[config.mk]
export PLATFORM = sky130hd
export DESIGN_NAME = decimal_digit_redraw
export DESIGN_NICKNAME = d
export VERILOG_FILES = /design/src/design/ddr_pkg.sv /design/src/design/ddr_planner.sv /design/src/design/ddr_glyph_pos.sv /design/src/design/decimal_digit_redraw.sv
export SDC_FILE = /design/constraint.sdc
export NUM_CORES = 1
export LEC_CHECK = 0
export BUFFER_PORTS_ARGS = -buffer_cell sky130_fd_sc_hd__buf_2
export CAP_MARGIN = 20
export CORE_UTILIZATION = 62
export CTS_CLUSTER_DIAMETER = 200
export DETAILED_ROUTE_END_ITERATION = 8
export PLACE_DENSITY = 0.78
export SKIP_CTS_REPAIR_TIMING = 1
export SYNTH_ARGS = -nofsm -noshare
export SYNTH_HDL_FRONTEND = slang
export SYNTH_SLANG_ARGS = --single-unit
[constraint.sdc]
create_clock -name clk_i -period 8.75 [get_ports clk_i]
set_clock_uncertainty 0.2 [all_clocks]
set_input_delay 0.4375 -clock clk_i [delete_from_list [all_inputs] [get_ports clk_i]]
set_output_delay 0.4375 -clock clk_i [all_outputs]
set_load 0.005 [all_outputs]
[src/design/ddr_pkg.sv]
// ddr_pkg: shared types, constants and register indexes of the decimal digit redraw block
`timescale 1ns / 1ps

package ddr_pkg;

  // value field width and digit split limits
  localparam int unsigned ValueBits = 8;
  localparam int unsigned NumSlots  = 3;
  localparam int unsigned NumCmds   = 2 * NumSlots;
  localparam int unsigned Radix     = 10;
  localparam int unsigned SatBits   = 10;
  localparam logic [SatBits-1:0] SatMax = SatBits'(Radix * Radix * Radix - 1);

  // reciprocal constants, exact for every value up to SatMax
  localparam int unsigned RecipTen       = 205;
  localparam int unsigned RecipTenShift  = 11;
  localparam int unsigned RecipHund      = 41;
  localparam int unsigned RecipHundShift = 12;

  // configuration port
  localparam int unsigned CfgIdxBits  = 3;
  localparam int unsigned CfgDataBits = 16;

  localparam logic [CfgIdxBits-1:0] RegCenterX      = 3'd0;
  localparam logic [CfgIdxBits-1:0] RegCenterY      = 3'd1;
  localparam logic [CfgIdxBits-1:0] RegDigitWidth   = 3'd2;
  localparam logic [CfgIdxBits-1:0] RegDigitHeight  = 3'd3;
  localparam logic [CfgIdxBits-1:0] RegDigitSpacing = 3'd4;
  localparam logic [CfgIdxBits-1:0] RegGlyphOffset  = 3'd5;
  localparam logic [CfgIdxBits-1:0] RegEraseColor   = 3'd6;

  // transaction modes
  localparam logic ModeUpdate = 1'b0;
  localparam logic ModeHide   = 1'b1;

  typedef logic [3:0] digit_t;
  typedef logic [1:0] count_t;
  typedef logic [2:0] cmd_idx_t;

  typedef digit_t [NumSlots-1:0] digit_list_t;

  typedef struct packed {
    logic   erase;
    count_t slot;
    count_t n;
    digit_t digit;
  } cmd_t;

  typedef cmd_t [NumCmds-1:0] cmd_list_t;

  typedef struct packed {
    cmd_list_t   cmds;
    cmd_idx_t    cnt;
    count_t      count;
    digit_list_t digits;
  } plan_t;

  typedef struct packed {
    logic                 mode;
    logic [ValueBits-1:0] value;
    logic [15:0]          draw_color;
  } in_t;

  typedef struct packed {
    logic [7:0]  x_pos;
    logic [7:0]  y_pos;
    logic [7:0]  glyph;
    logic [15:0] pixel_color;
    logic        last;
  } out_t;

  typedef struct packed {
    logic [7:0]  center_x;
    logic [7:0]  center_y;
    logic [7:0]  digit_width;
    logic [7:0]  digit_height;
    logic [7:0]  digit_spacing;
    logic [7:0]  glyph_offset;
    logic [15:0] erase_color;
  } cfg_t;

endpackage

[src/design/ddr_planner.sv]
// ddr_planner: decimal split of the value and the list of erase and draw commands
`timescale 1ns / 1ps

module ddr_planner import ddr_pkg::*; (
  input  in_t         item_i,
  input  count_t      shown_count_i,
  input  digit_list_t shown_digits_i,
  output plan_t       plan_o
);

  localparam int unsigned ExtBits = (ValueBits > SatBits) ? ValueBits : SatBits;

  logic [ExtBits-1:0]   value_ext;
  logic [SatBits-1:0]   value_sat;
  logic [SatBits+7:0]   tens_prod;
  logic [SatBits+5:0]   hund_prod;
  logic [6:0]           tens;
  digit_t               d0, d1, d2;
  count_t               new_count;
  digit_list_t          new_digits;
  cmd_idx_t             pos;

  function automatic cmd_t make_cmd(input logic erase, input count_t slot,
                                    input count_t n, input digit_t digit);
    cmd_t c;
    c.erase = erase;
    c.slot  = slot;
    c.n     = n;
    c.digit = digit;
    return c;
  endfunction

  // saturate, then split by reciprocal multiplication
  assign value_ext = ExtBits'(item_i.value);
  assign value_sat = (value_ext > ExtBits'(SatMax)) ? SatMax : SatBits'(value_ext);
  assign tens_prod = (SatBits+8)'(value_sat) * (SatBits+8)'(RecipTen);
  assign hund_prod = (SatBits+6)'(value_sat) * (SatBits+6)'(RecipHund);
  assign tens      = 7'(tens_prod >> RecipTenShift);
  assign d2        = 4'(hund_prod >> RecipHundShift);
  assign d1        = 4'(tens - 7'(7'(d2) * 7'(Radix)));
  assign d0        = 4'(value_sat - SatBits'(SatBits'(tens) * SatBits'(Radix)));

  assign new_digits = {d2, d1, d0};
  assign new_count  = (value_sat >= SatBits'(Radix * Radix)) ? 2'd3 :
                      (value_sat >= SatBits'(Radix))         ? 2'd2 : 2'd1;

  always_comb begin
    plan_o.cmds   = '0;
    plan_o.count  = new_count;
    plan_o.digits = new_digits;
    pos           = '0;
    if (item_i.mode == ModeHide) begin
      plan_o.count  = '0;
      plan_o.digits = shown_digits_i;
      for (int i = 0; i < NumSlots; i++) begin
        if (2'(i) < shown_count_i) begin
          plan_o.cmds[pos] = make_cmd(1'b1, 2'(i), shown_count_i, shown_digits_i[2'(i)]);
          pos = cmd_idx_t'(pos + 1'b1);
        end
      end
    end else if (new_count != shown_count_i) begin
      // count changed: erase the old group, then draw the new one
      for (int i = 0; i < NumSlots; i++) begin
        if (2'(i) < shown_count_i) begin
          plan_o.cmds[pos] = make_cmd(1'b1, 2'(i), shown_count_i, shown_digits_i[2'(i)]);
          pos = cmd_idx_t'(pos + 1'b1);
        end
      end
      for (int i = 0; i < NumSlots; i++) begin
        if (2'(i) < new_count) begin
          plan_o.cmds[pos] = make_cmd(1'b0, 2'(i), new_count, new_digits[2'(i)]);
          pos = cmd_idx_t'(pos + 1'b1);
        end
      end
    end else begin
      // same count: touch only the digits that differ
      for (int i = 0; i < NumSlots; i++) begin
        if ((2'(i) < new_count) && (shown_digits_i[2'(i)] != new_digits[2'(i)])) begin
          plan_o.cmds[pos] = make_cmd(1'b1, 2'(i), new_count, shown_digits_i[2'(i)]);
          pos = cmd_idx_t'(pos + 1'b1);
          plan_o.cmds[pos] = make_cmd(1'b0, 2'(i), new_count, new_digits[2'(i)]);
          pos = cmd_idx_t'(pos + 1'b1);
        end
      end
    end
    plan_o.cnt = pos;
  end

endmodule

[src/design/ddr_glyph_pos.sv]
// ddr_glyph_pos: screen position, glyph index and color of one erase or draw command
`timescale 1ns / 1ps

module ddr_glyph_pos import ddr_pkg::*; (
  input  cmd_t        cmd_i,
  input  cfg_t        cfg_i,
  input  logic [15:0] draw_color_i,
  input  logic        last_i,
  output out_t        cmd_o
);

  logic [7:0] pitch;
  logic [7:0] n_width;
  logic [7:0] n_gaps;
  logic [7:0] total;
  logic [7:0] step_off;
  count_t     steps;

  assign pitch = 8'(cfg_i.digit_width + cfg_i.digit_spacing);
  assign steps = count_t'(cmd_i.n - 2'd1 - cmd_i.slot);

  always_comb begin
    case (cmd_i.n)
      2'd1:    n_width = cfg_i.digit_width;
      2'd2:    n_width = 8'(cfg_i.digit_width << 1);
      2'd3:    n_width = 8'(cfg_i.digit_width + 8'(cfg_i.digit_width << 1));
      default: n_width = '0;
    endcase
    case (cmd_i.n)
      2'd2:    n_gaps = cfg_i.digit_spacing;
      2'd3:    n_gaps = 8'(cfg_i.digit_spacing << 1);
      default: n_gaps = '0;
    endcase
    case (steps)
      2'd1:    step_off = pitch;
      2'd2:    step_off = 8'(pitch << 1);
      default: step_off = '0;
    endcase
  end

  assign total = 8'(n_width + n_gaps);

  assign cmd_o.x_pos       = 8'(cfg_i.center_x - (total >> 1) + step_off);
  assign cmd_o.y_pos       = 8'(cfg_i.center_y + (cfg_i.digit_height >> 1));
  assign cmd_o.glyph       = 8'(8'(cmd_i.digit) + cfg_i.glyph_offset);
  assign cmd_o.pixel_color = cmd_i.erase ? cfg_i.erase_color : draw_color_i;
  assign cmd_o.last        = last_i;

endmodule

[src/design/decimal_digit_redraw.sv]
// decimal_digit_redraw: top level, input register, command plan register and output register
`timescale 1ns / 1ps
// a transaction moves through the input register, the plan register and the output register
// throughput: one command per cycle unless out_ready_i stalls; a transaction with k commands
//   (0 to 6) holds the plan register until its last command leaves, the next without a gap
// the plan register, emptied one command a cycle by the output register, sets the rate
// reset (rst_ni low, asynchronous): all stages empty, nothing shown, registers at defaults

module decimal_digit_redraw import ddr_pkg::*; (
  input  logic                   clk_i,
  input  logic                   rst_ni,
  // configuration write port
  input  logic                   cfg_we_i,
  input  logic [CfgIdxBits-1:0]  cfg_idx_i,
  input  logic [CfgDataBits-1:0] cfg_wdata_i,
  // input channel
  input  logic                   in_valid_i,
  output logic                   in_ready_o,
  input  in_t                    in_data_i,
  // command channel
  output logic                   out_valid_o,
  input  logic                   out_ready_i,
  output out_t                   out_data_o
);

  // configuration registers
  cfg_t cfg_d, cfg_q;

  // input register
  logic in_valid_d, in_valid_q;
  in_t  in_q;

  // digits currently on screen
  count_t      shown_count_d, shown_count_q;
  digit_list_t shown_digits_q;

  // command plan register
  logic        plan_valid_d, plan_valid_q;
  cmd_idx_t    plan_idx_d, plan_idx_q;
  cmd_idx_t    plan_cnt_q;
  cmd_list_t   plan_cmds_q;
  logic [15:0] plan_color_q;

  // output register
  logic out_valid_d, out_valid_q;
  out_t out_q;

  plan_t plan;
  out_t  cmd_out;
  logic  plan_load;
  logic  plan_free;
  logic  out_load;
  logic  cmd_last;

  // ------------------------------------------------------------------
  // configuration writes; unknown indexes are dropped
  // ------------------------------------------------------------------
  always_comb begin
    cfg_d = cfg_q;
    if (cfg_we_i) begin
      case (cfg_idx_i)
        RegCenterX:      cfg_d.center_x      = cfg_wdata_i[7:0];
        RegCenterY:      cfg_d.center_y      = cfg_wdata_i[7:0];
        RegDigitWidth:   cfg_d.digit_width   = cfg_wdata_i[7:0];
        RegDigitHeight:  cfg_d.digit_height  = cfg_wdata_i[7:0];
        RegDigitSpacing: cfg_d.digit_spacing = cfg_wdata_i[7:0];
        RegGlyphOffset:  cfg_d.glyph_offset  = cfg_wdata_i[7:0];
        RegEraseColor:   cfg_d.erase_color   = cfg_wdata_i;
        default:         cfg_d = cfg_q;
      endcase
    end
  end

  always_ff @(posedge clk_i or negedge rst_ni) begin
    if (!rst_ni) begin
      cfg_q.center_x      <= 8'd0;
      cfg_q.center_y      <= 8'd0;
      cfg_q.digit_width   <= 8'd1;
      cfg_q.digit_height  <= 8'd1;
      cfg_q.digit_spacing <= 8'd0;
      cfg_q.glyph_offset  <= 8'd0;
      cfg_q.erase_color   <= 16'd0;
    end else begin
      cfg_q <= cfg_d;
    end
  end

  // ------------------------------------------------------------------
  // handshake between the stages
  // ------------------------------------------------------------------
  // output register takes a command when empty or being drained
  assign out_load  = plan_valid_q && (!out_valid_q || out_ready_i);
  assign cmd_last  = (plan_idx_q == cmd_idx_t'(plan_cnt_q - 1'b1));
  // plan register is free when empty or its final command leaves this cycle
  assign plan_free = !plan_valid_q || (out_load && cmd_last);
  assign plan_load = in_valid_q && plan_free;
  // input register frees up as soon as its transaction moves into the plan
  assign in_ready_o = !in_valid_q || plan_free;

  // ------------------------------------------------------------------
  // planning: digit split and command list from the shown digits
  // ------------------------------------------------------------------
  ddr_planner u_planner (
    .item_i         (in_q),
    .shown_count_i  (shown_count_q),
    .shown_digits_i (shown_digits_q),
    .plan_o         (plan)
  );

  // ------------------------------------------------------------------
  // command geometry for the plan entry at the read pointer
  // ------------------------------------------------------------------
  ddr_glyph_pos u_glyph_pos (
    .cmd_i        (plan_cmds_q[plan_idx_q]),
    .cfg_i        (cfg_q),
    .draw_color_i (plan_color_q),
    .last_i       (cmd_last),
    .cmd_o        (cmd_out)
  );

  // ------------------------------------------------------------------
  // next state
  // ------------------------------------------------------------------
  always_comb begin
    in_valid_d    = in_valid_q;
    shown_count_d = shown_count_q;
    plan_valid_d  = plan_valid_q;
    plan_idx_d    = plan_idx_q;
    out_valid_d   = out_valid_q;

    if (in_valid_i && in_ready_o) begin
      in_valid_d = 1'b1;
    end else if (plan_load) begin
      in_valid_d = 1'b0;
    end

    if (plan_load) begin
      // a transaction with no commands just updates the shown state
      shown_count_d = plan.count;
      plan_valid_d  = (plan.cnt != '0);
      plan_idx_d    = '0;
    end else if (out_load) begin
      if (cmd_last) begin
        plan_valid_d = 1'b0;
      end else begin
        plan_idx_d = cmd_idx_t'(plan_idx_q + 1'b1);
      end
    end

    if (out_load) begin
      out_valid_d = 1'b1;
    end else if (out_ready_i) begin
      out_valid_d = 1'b0;
    end
  end

  // control state
  always_ff @(posedge clk_i or negedge rst_ni) begin
    if (!rst_ni) begin
      in_valid_q    <= 1'b0;
      shown_count_q <= '0;
      plan_valid_q  <= 1'b0;
      plan_idx_q    <= '0;
      out_valid_q   <= 1'b0;
    end else begin
      in_valid_q    <= in_valid_d;
      shown_count_q <= shown_count_d;
      plan_valid_q  <= plan_valid_d;
      plan_idx_q    <= plan_idx_d;
      out_valid_q   <= out_valid_d;
    end
  end

  // payload, no reset needed
  always_ff @(posedge clk_i) begin
    if (in_valid_i && in_ready_o) begin
      in_q <= in_data_i;
    end
    if (plan_load) begin
      shown_digits_q <= plan.digits;
      plan_cmds_q    <= plan.cmds;
      plan_cnt_q     <= plan.cnt;
      plan_color_q   <= in_q.draw_color;
    end
    if (out_load) begin
      out_q <= cmd_out;
    end
  end

  assign out_valid_o = out_valid_q;
  assign out_data_o  = out_q;

`ifndef NO_ASSERTIONS
  // read pointer stays inside a non-empty plan
  a_plan_ptr: assert property (@(posedge clk_i) disable iff (!rst_ni)
    plan_valid_q |-> ((plan_cnt_q != '0) && (plan_idx_q < plan_cnt_q)))
    else $error("plan pointer outside the command list");

  // hide clears the shown count
  a_hide_clears: assert property (@(posedge clk_i) disable iff (!rst_ni)
    (plan_load && (in_q.mode == ModeHide)) |=> (shown_count_q == '0))
    else $error("shown count not cleared by hide");

  // an update always leaves at least one digit shown
  a_update_shows: assert property (@(posedge clk_i) disable iff (!rst_ni)
    (plan_load && (in_q.mode == ModeUpdate)) |=> (shown_count_q != '0))
    else $error("update left no digit shown");

  // a finished plan always ends on a command marked last
  a_last_mark: assert property (@(posedge clk_i) disable iff (!rst_ni)
    (out_load && cmd_last) |=> (out_valid_q && out_q.last))
    else $error("final command of a transaction not marked last");
`endif

endmodule
### After elaboration in Yosys (flattened, before gate mapping)

Cells that the tools add are included.

* reduce and logical (&&, ||, !) cells: 37
* equal/unequal tests: 16
* $mul: 4
* $lt $le $gt $ge: 28
* bitwise logic cells: 1
* muxes and demuxes: 99
* $add $sub $neg: 22

Operator list (number)
* two-way mux 54 bit: 19
* bitwise mux 54 bit: 9
* demux 9 bit (select 3 bit): 9
* two-way mux 9 bit: 14
* two-way mux 3 bit: 27
* < comparator 3 x 4 -> 1 bit (second input constant): 10
* two-way mux 18 bit: 2
* adder 8 bit: 4
* case mux 8 bit (2 select lines): 2
* adder 3 x 1 -> 3 bit (second input constant): 10
* binary-select mux 9 bit (select 3 bit): 1
* greater-or-equal comparator 3 x 1 -> 1 bit (second input constant): 9
* case mux 8 bit (3 select lines): 1
* AND reduction 2 bit: 10
* multiplier 10 x 8 -> 18 bit (second input constant): 1
* multiplier 10 x 6 -> 16 bit (second input constant): 1
* two-way mux 16 bit: 1
* logical AND 1 bit: 15
* two-way mux 15 bit: 1
* two-way mux 14 bit: 1
* greater-or-equal comparator 10 x 4 -> 1 bit (second input constant): 1
* greater-or-equal comparator 10 x 7 -> 1 bit (second input constant): 1
* greater-than comparator 8 x 10 -> 1 bit (second input constant): 1
* two-way mux 10 bit: 1
* other kinds (28): 56

* register bits: 223
* logic and storage cells: 256
* output and inout port bits: 43

### Depth between registers and ports, before layout

* word-level depth: 32
* depth in mapped cells: 31

### Cells and area by module

Synthesis repeated with hierarchy kept, for this count alone.

* cells, all modules: 1221
* area total of the unflattened synthesis: 14267.4 um^2

Modules (own cells, without submodules)
* decimal_digit_redraw: times used 1, sequential area each 6338.6 um^2, area each 7832.5 um^2, cells an instance 377
* ddr_planner: times used 1, sequential area each 0.0 um^2, area each 4172.8 um^2, cells an instance 574
* ddr_glyph_pos: times used 1, sequential area each 0.0 um^2, area each 2262.2 um^2, cells an instance 270

### Worst setup path before layout

No wires, ideal clock.

* path kind: reg2reg
* start point: register in_q[17] (netlist name)
* end point: register plan_valid_q
* cell stages (with the launch flop): 31
* clock period less this slack: 6.668 ns
* required time: 8.418 ns
* library setup time: 0.132 ns
* arrival: 6.336 ns
* slack: 2.082 ns
* buffers on the path: 0
* path through: edfxtp_1 -> inv_1 -> ha_1 -> inv_1 -> fa_1 -> fa_1 -> inv_1 -> fa_1 -> inv_1 -> ha_1 -> a21oi_1 -> o21ai_1 -> a21oi_4 -> o21bai_1 -> xor2_1 -> inv_1 -> ha_1 -> fa_1 -> xor2_1 -> xnor2_1 -> xnor2_1 -> xnor3_1 -> xnor3_2 -> o21ai_2 -> inv_1 -> ha_1 -> nor2_1 -> nand2_1 -> o211a_1 -> o31ai_1 -> nand2_1

RTL lines
* start, declared: line decimal_digit_redraw.sv:31 `in_t in_q;`
* start signal, assigned: line decimal_digit_redraw.sv:177 `in_q <= in_data_i;`
* end signal, assigned: line decimal_digit_redraw.sv:168 `plan_valid_q <= plan_valid_d;`
* end, declared: line decimal_digit_redraw.sv:38 `logic plan_valid_d, plan_valid_q;`

==> impl_metrics.env <==
export IMPL_routedWlPerCell_um=19.9
export IMPL_synth_async_sr_flop_share_pct=32.9
export IMPL_min_path_type="in -> reg"
export IMPL_io_buffers=91
export IMPL_drv_cap=0
export IMPL_tns_ps=0
export IMPL_rsz0062_at_grt="false"
export IMPL_synth_top_area_share_pct=31.8
export IMPL_drt_iter0_markers=859
export IMPL_mostFrequentLayoutCells="edfxtp_1, ha_1, inv_1"
export IMPL_startpoint="in_q[17]"
export IMPL_clock_sinks=216
export IMPL_tightest_slew_ps=1110
export IMPL_rows=53
export IMPL_core_area_mm2=0.0214
export IMPL_gr_usage_met3_pct=3.21
export IMPL_r2r_start="in_q[17]"
export IMPL_rrSetupSlack_ps=1350
export IMPL_setup_viol=0
export IMPL_nets=1522
export IMPL_path_clk_slew_ps=70
export IMPL_grt_pass1_wl_um=49500
export IMPL_synth_cell_type_count=80
export IMPL_drive_gt1_share_pct=18.7
export IMPL_top_usage_layer="met2"
export IMPL_io_pins=92
export IMPL_fin_ws_ps=1350
export IMPL_layout_commonest_cell="edfxtp_1"
export IMPL_place_area_mm2=0.0144
export IMPL_initial_utilization_pct=64.1
export IMPL_netlist_instances=1181
export IMPL_critical_path_class="reg -> reg"
export IMPL_slew_violations=0
export IMPL_maxSlewHeadroom_pct=26.1
export IMPL_final_antenna_net_count=0
export IMPL_synth_area_per_cell_um2=11.6
export IMPL_min_delay_start="out_ready_i"
export IMPL_antenna_found_initial=0
export IMPL_vias_per_cell=6.05
export IMPL_grt_pass1_vias=9509
export IMPL_h_tree_depth=1
export IMPL_synth_edf_count=145
export IMPL_drc_errors=0
export IMPL_design_area_mm2=0.0156
export IMPL_root_buffer="clkbuf_16"
export IMPL_use_met2_pct=48.4
export IMPL_place_ws_ps=1440
export IMPL_netlist_area_mm2=0.0137
export IMPL_yosysWarningCount=0
export IMPL_multi_input_area_mm2=0.00697
export IMPL_path_max_fanout=12
export IMPL_cp_data_arrival_time_ps=7470
export IMPL_track_usage_pct=28.4
export IMPL_dr_pass1_iters=8
export IMPL_fin_crit_ps=7400
export IMPL_drt_wl_total_um=31900
export IMPL_yosysTopAreaCell="edfxtp_1"
export IMPL_tritoncts="built"
export IMPL_netlist_top_cells_area="edfxtp_1, dfrtp_1, ha_1"
export IMPL_cp_end_kind="flop"
export IMPL_status="complete, no violations"
export IMPL_ys_seq_area_share_pct=44.8
export IMPL_worst_setup_path_start_kind="flop"
export IMPL_register_area_mm2=0.00613
export IMPL_grt_max_degree=72
export IMPL_ys_ff_latch=216
export IMPL_synth_ff_type="edfxtp_1"
export IMPL_die_w_um=151
export IMPL_dieArea_mm2=0.0227
export IMPL_num_vias=9718
export IMPL_cts_made_buffers=24
export IMPL_worstSkewPairLatency_ps=530
export IMPL_synthToLayoutAreaGrowth_pct=13.7
export IMPL_fill_cells=1452
export IMPL_die_h_um=151
export IMPL_critical_path_required_ps=8820
export IMPL_grtUsageMet1_pct=37.3
export IMPL_hpwl_um=22400
export IMPL_synth_nets=1392
export IMPL_finalHoldViolations=0
export IMPL_final_period_utilization_pct=84.6
export IMPL_fmax_mhz=135
export IMPL_clk_path_buf_depth=3
export IMPL_overflow=0
export IMPL_place_gp_congestion=0.978
-- metal layers --
layer / wire [um] / vias to the layer above
met3: 1720 / 78
met5: 0 / -
met4: 1130 / 0
met2: 15500 / 351
li1: - / 4557
met1: 13600 / 4732
-- critical path, cell delays in order (launching register included) --
cell,delay (ps)
edfxtp_1,480
inv_1,110
ha_1,300
inv_1,70
fa_1,520
fa_1,560
inv_1,60
fa_1,530
inv_1,40
ha_1,300
a21oi_1,190
o21ai_1,110
a21oi_4,260
xnor2_2,270
inv_2,150
ha_1,260
fa_1,410
xnor2_1,340
xnor2_1,170
xnor3_1,270
and3_1,200
o21ai_1,150
buf_4,240
inv_1,140
ha_1,220
and2_1,150
o21bai_1,160
mux2_2,270
-- per-stage QoR --
step	hold slack [ps]	util (%)	instances
2_1_floorplan	-58.1	-	1181
3_3_place_gp	201	67.6	1523
3_5_place_dp	205	67.6	1525
4_1_cts	-129	71.2	1569
5_1_grt	58.9	72.8	1604
6_report	34.6	72.8	1605
-- registers in the layout, summed over array words and instances (netlist names) --
signal	flops
cfg_q	63
plan_cmds_q	52
out_data_o	41
in_q	25
plan_color_q	16
shown_digits_q	8
plan_cnt_q	3
plan_idx_q	3
shown_count_q	2
in_valid_q	1
out_valid_o	1
plan_valid_q	1
-- final cells by class --
type	instances	area share, %
flip-flops and latches	216	39.4
repair buffers	139	5.79
diodes	1	0.0161
multi-input cells	812	44.8
clock inverters	12	0.676
well taps	275	2.21
clock buffers	32	4.25
inverters	118	2.85
-- synth_stat cells, types with 7 or more instances --
cell,n
nand4_1,8
and3_1,8
o21a_1,9
nand2b_1,15
nor2_1,65
edfxtp_1,145
a22oi_1,13
o211ai_1,11
a31oi_1,14
ha_1,135
nand2_1,54
mux2_2,79
a21o_1,19
o21ai_0,46
a21oi_1,61
and2_1,7
xor2_1,15
fa_1,27
mux2i_1,22
dfrtp_1,70
o21bai_1,11
nand3_1,16
nor2b_1,13
or3_1,8
clkbuf_1,30
xnor2_1,42
nor3_1,9
inv_1,115
mux4_2,9
-- logic make-up after synthesis --
family          synth area share [%]
compound gates                  12.2
simple gates                    8.19
flops                           44.8
fa+ha+maj                       16.3
buf+inv                         4.25
mux                             9.60
xor+xnor                        4.60
other cells                   0.0274
-- final timing paths --
check	cells after the start	to
worst max-delay path	27	plan_cmds_q[15]
worst min-delay path	3	out_valid_o
worst max register to register	27	plan_cmds_q[15]
worst min register to register	0	plan_color_q[4]
max in group asynchronous	2	cfg_q[12]
min in group asynchronous	2	cfg_q[56]
Power is not shown: default switching activity piles up to over one toggle a cycle in this logic, so the estimate is an artifact.
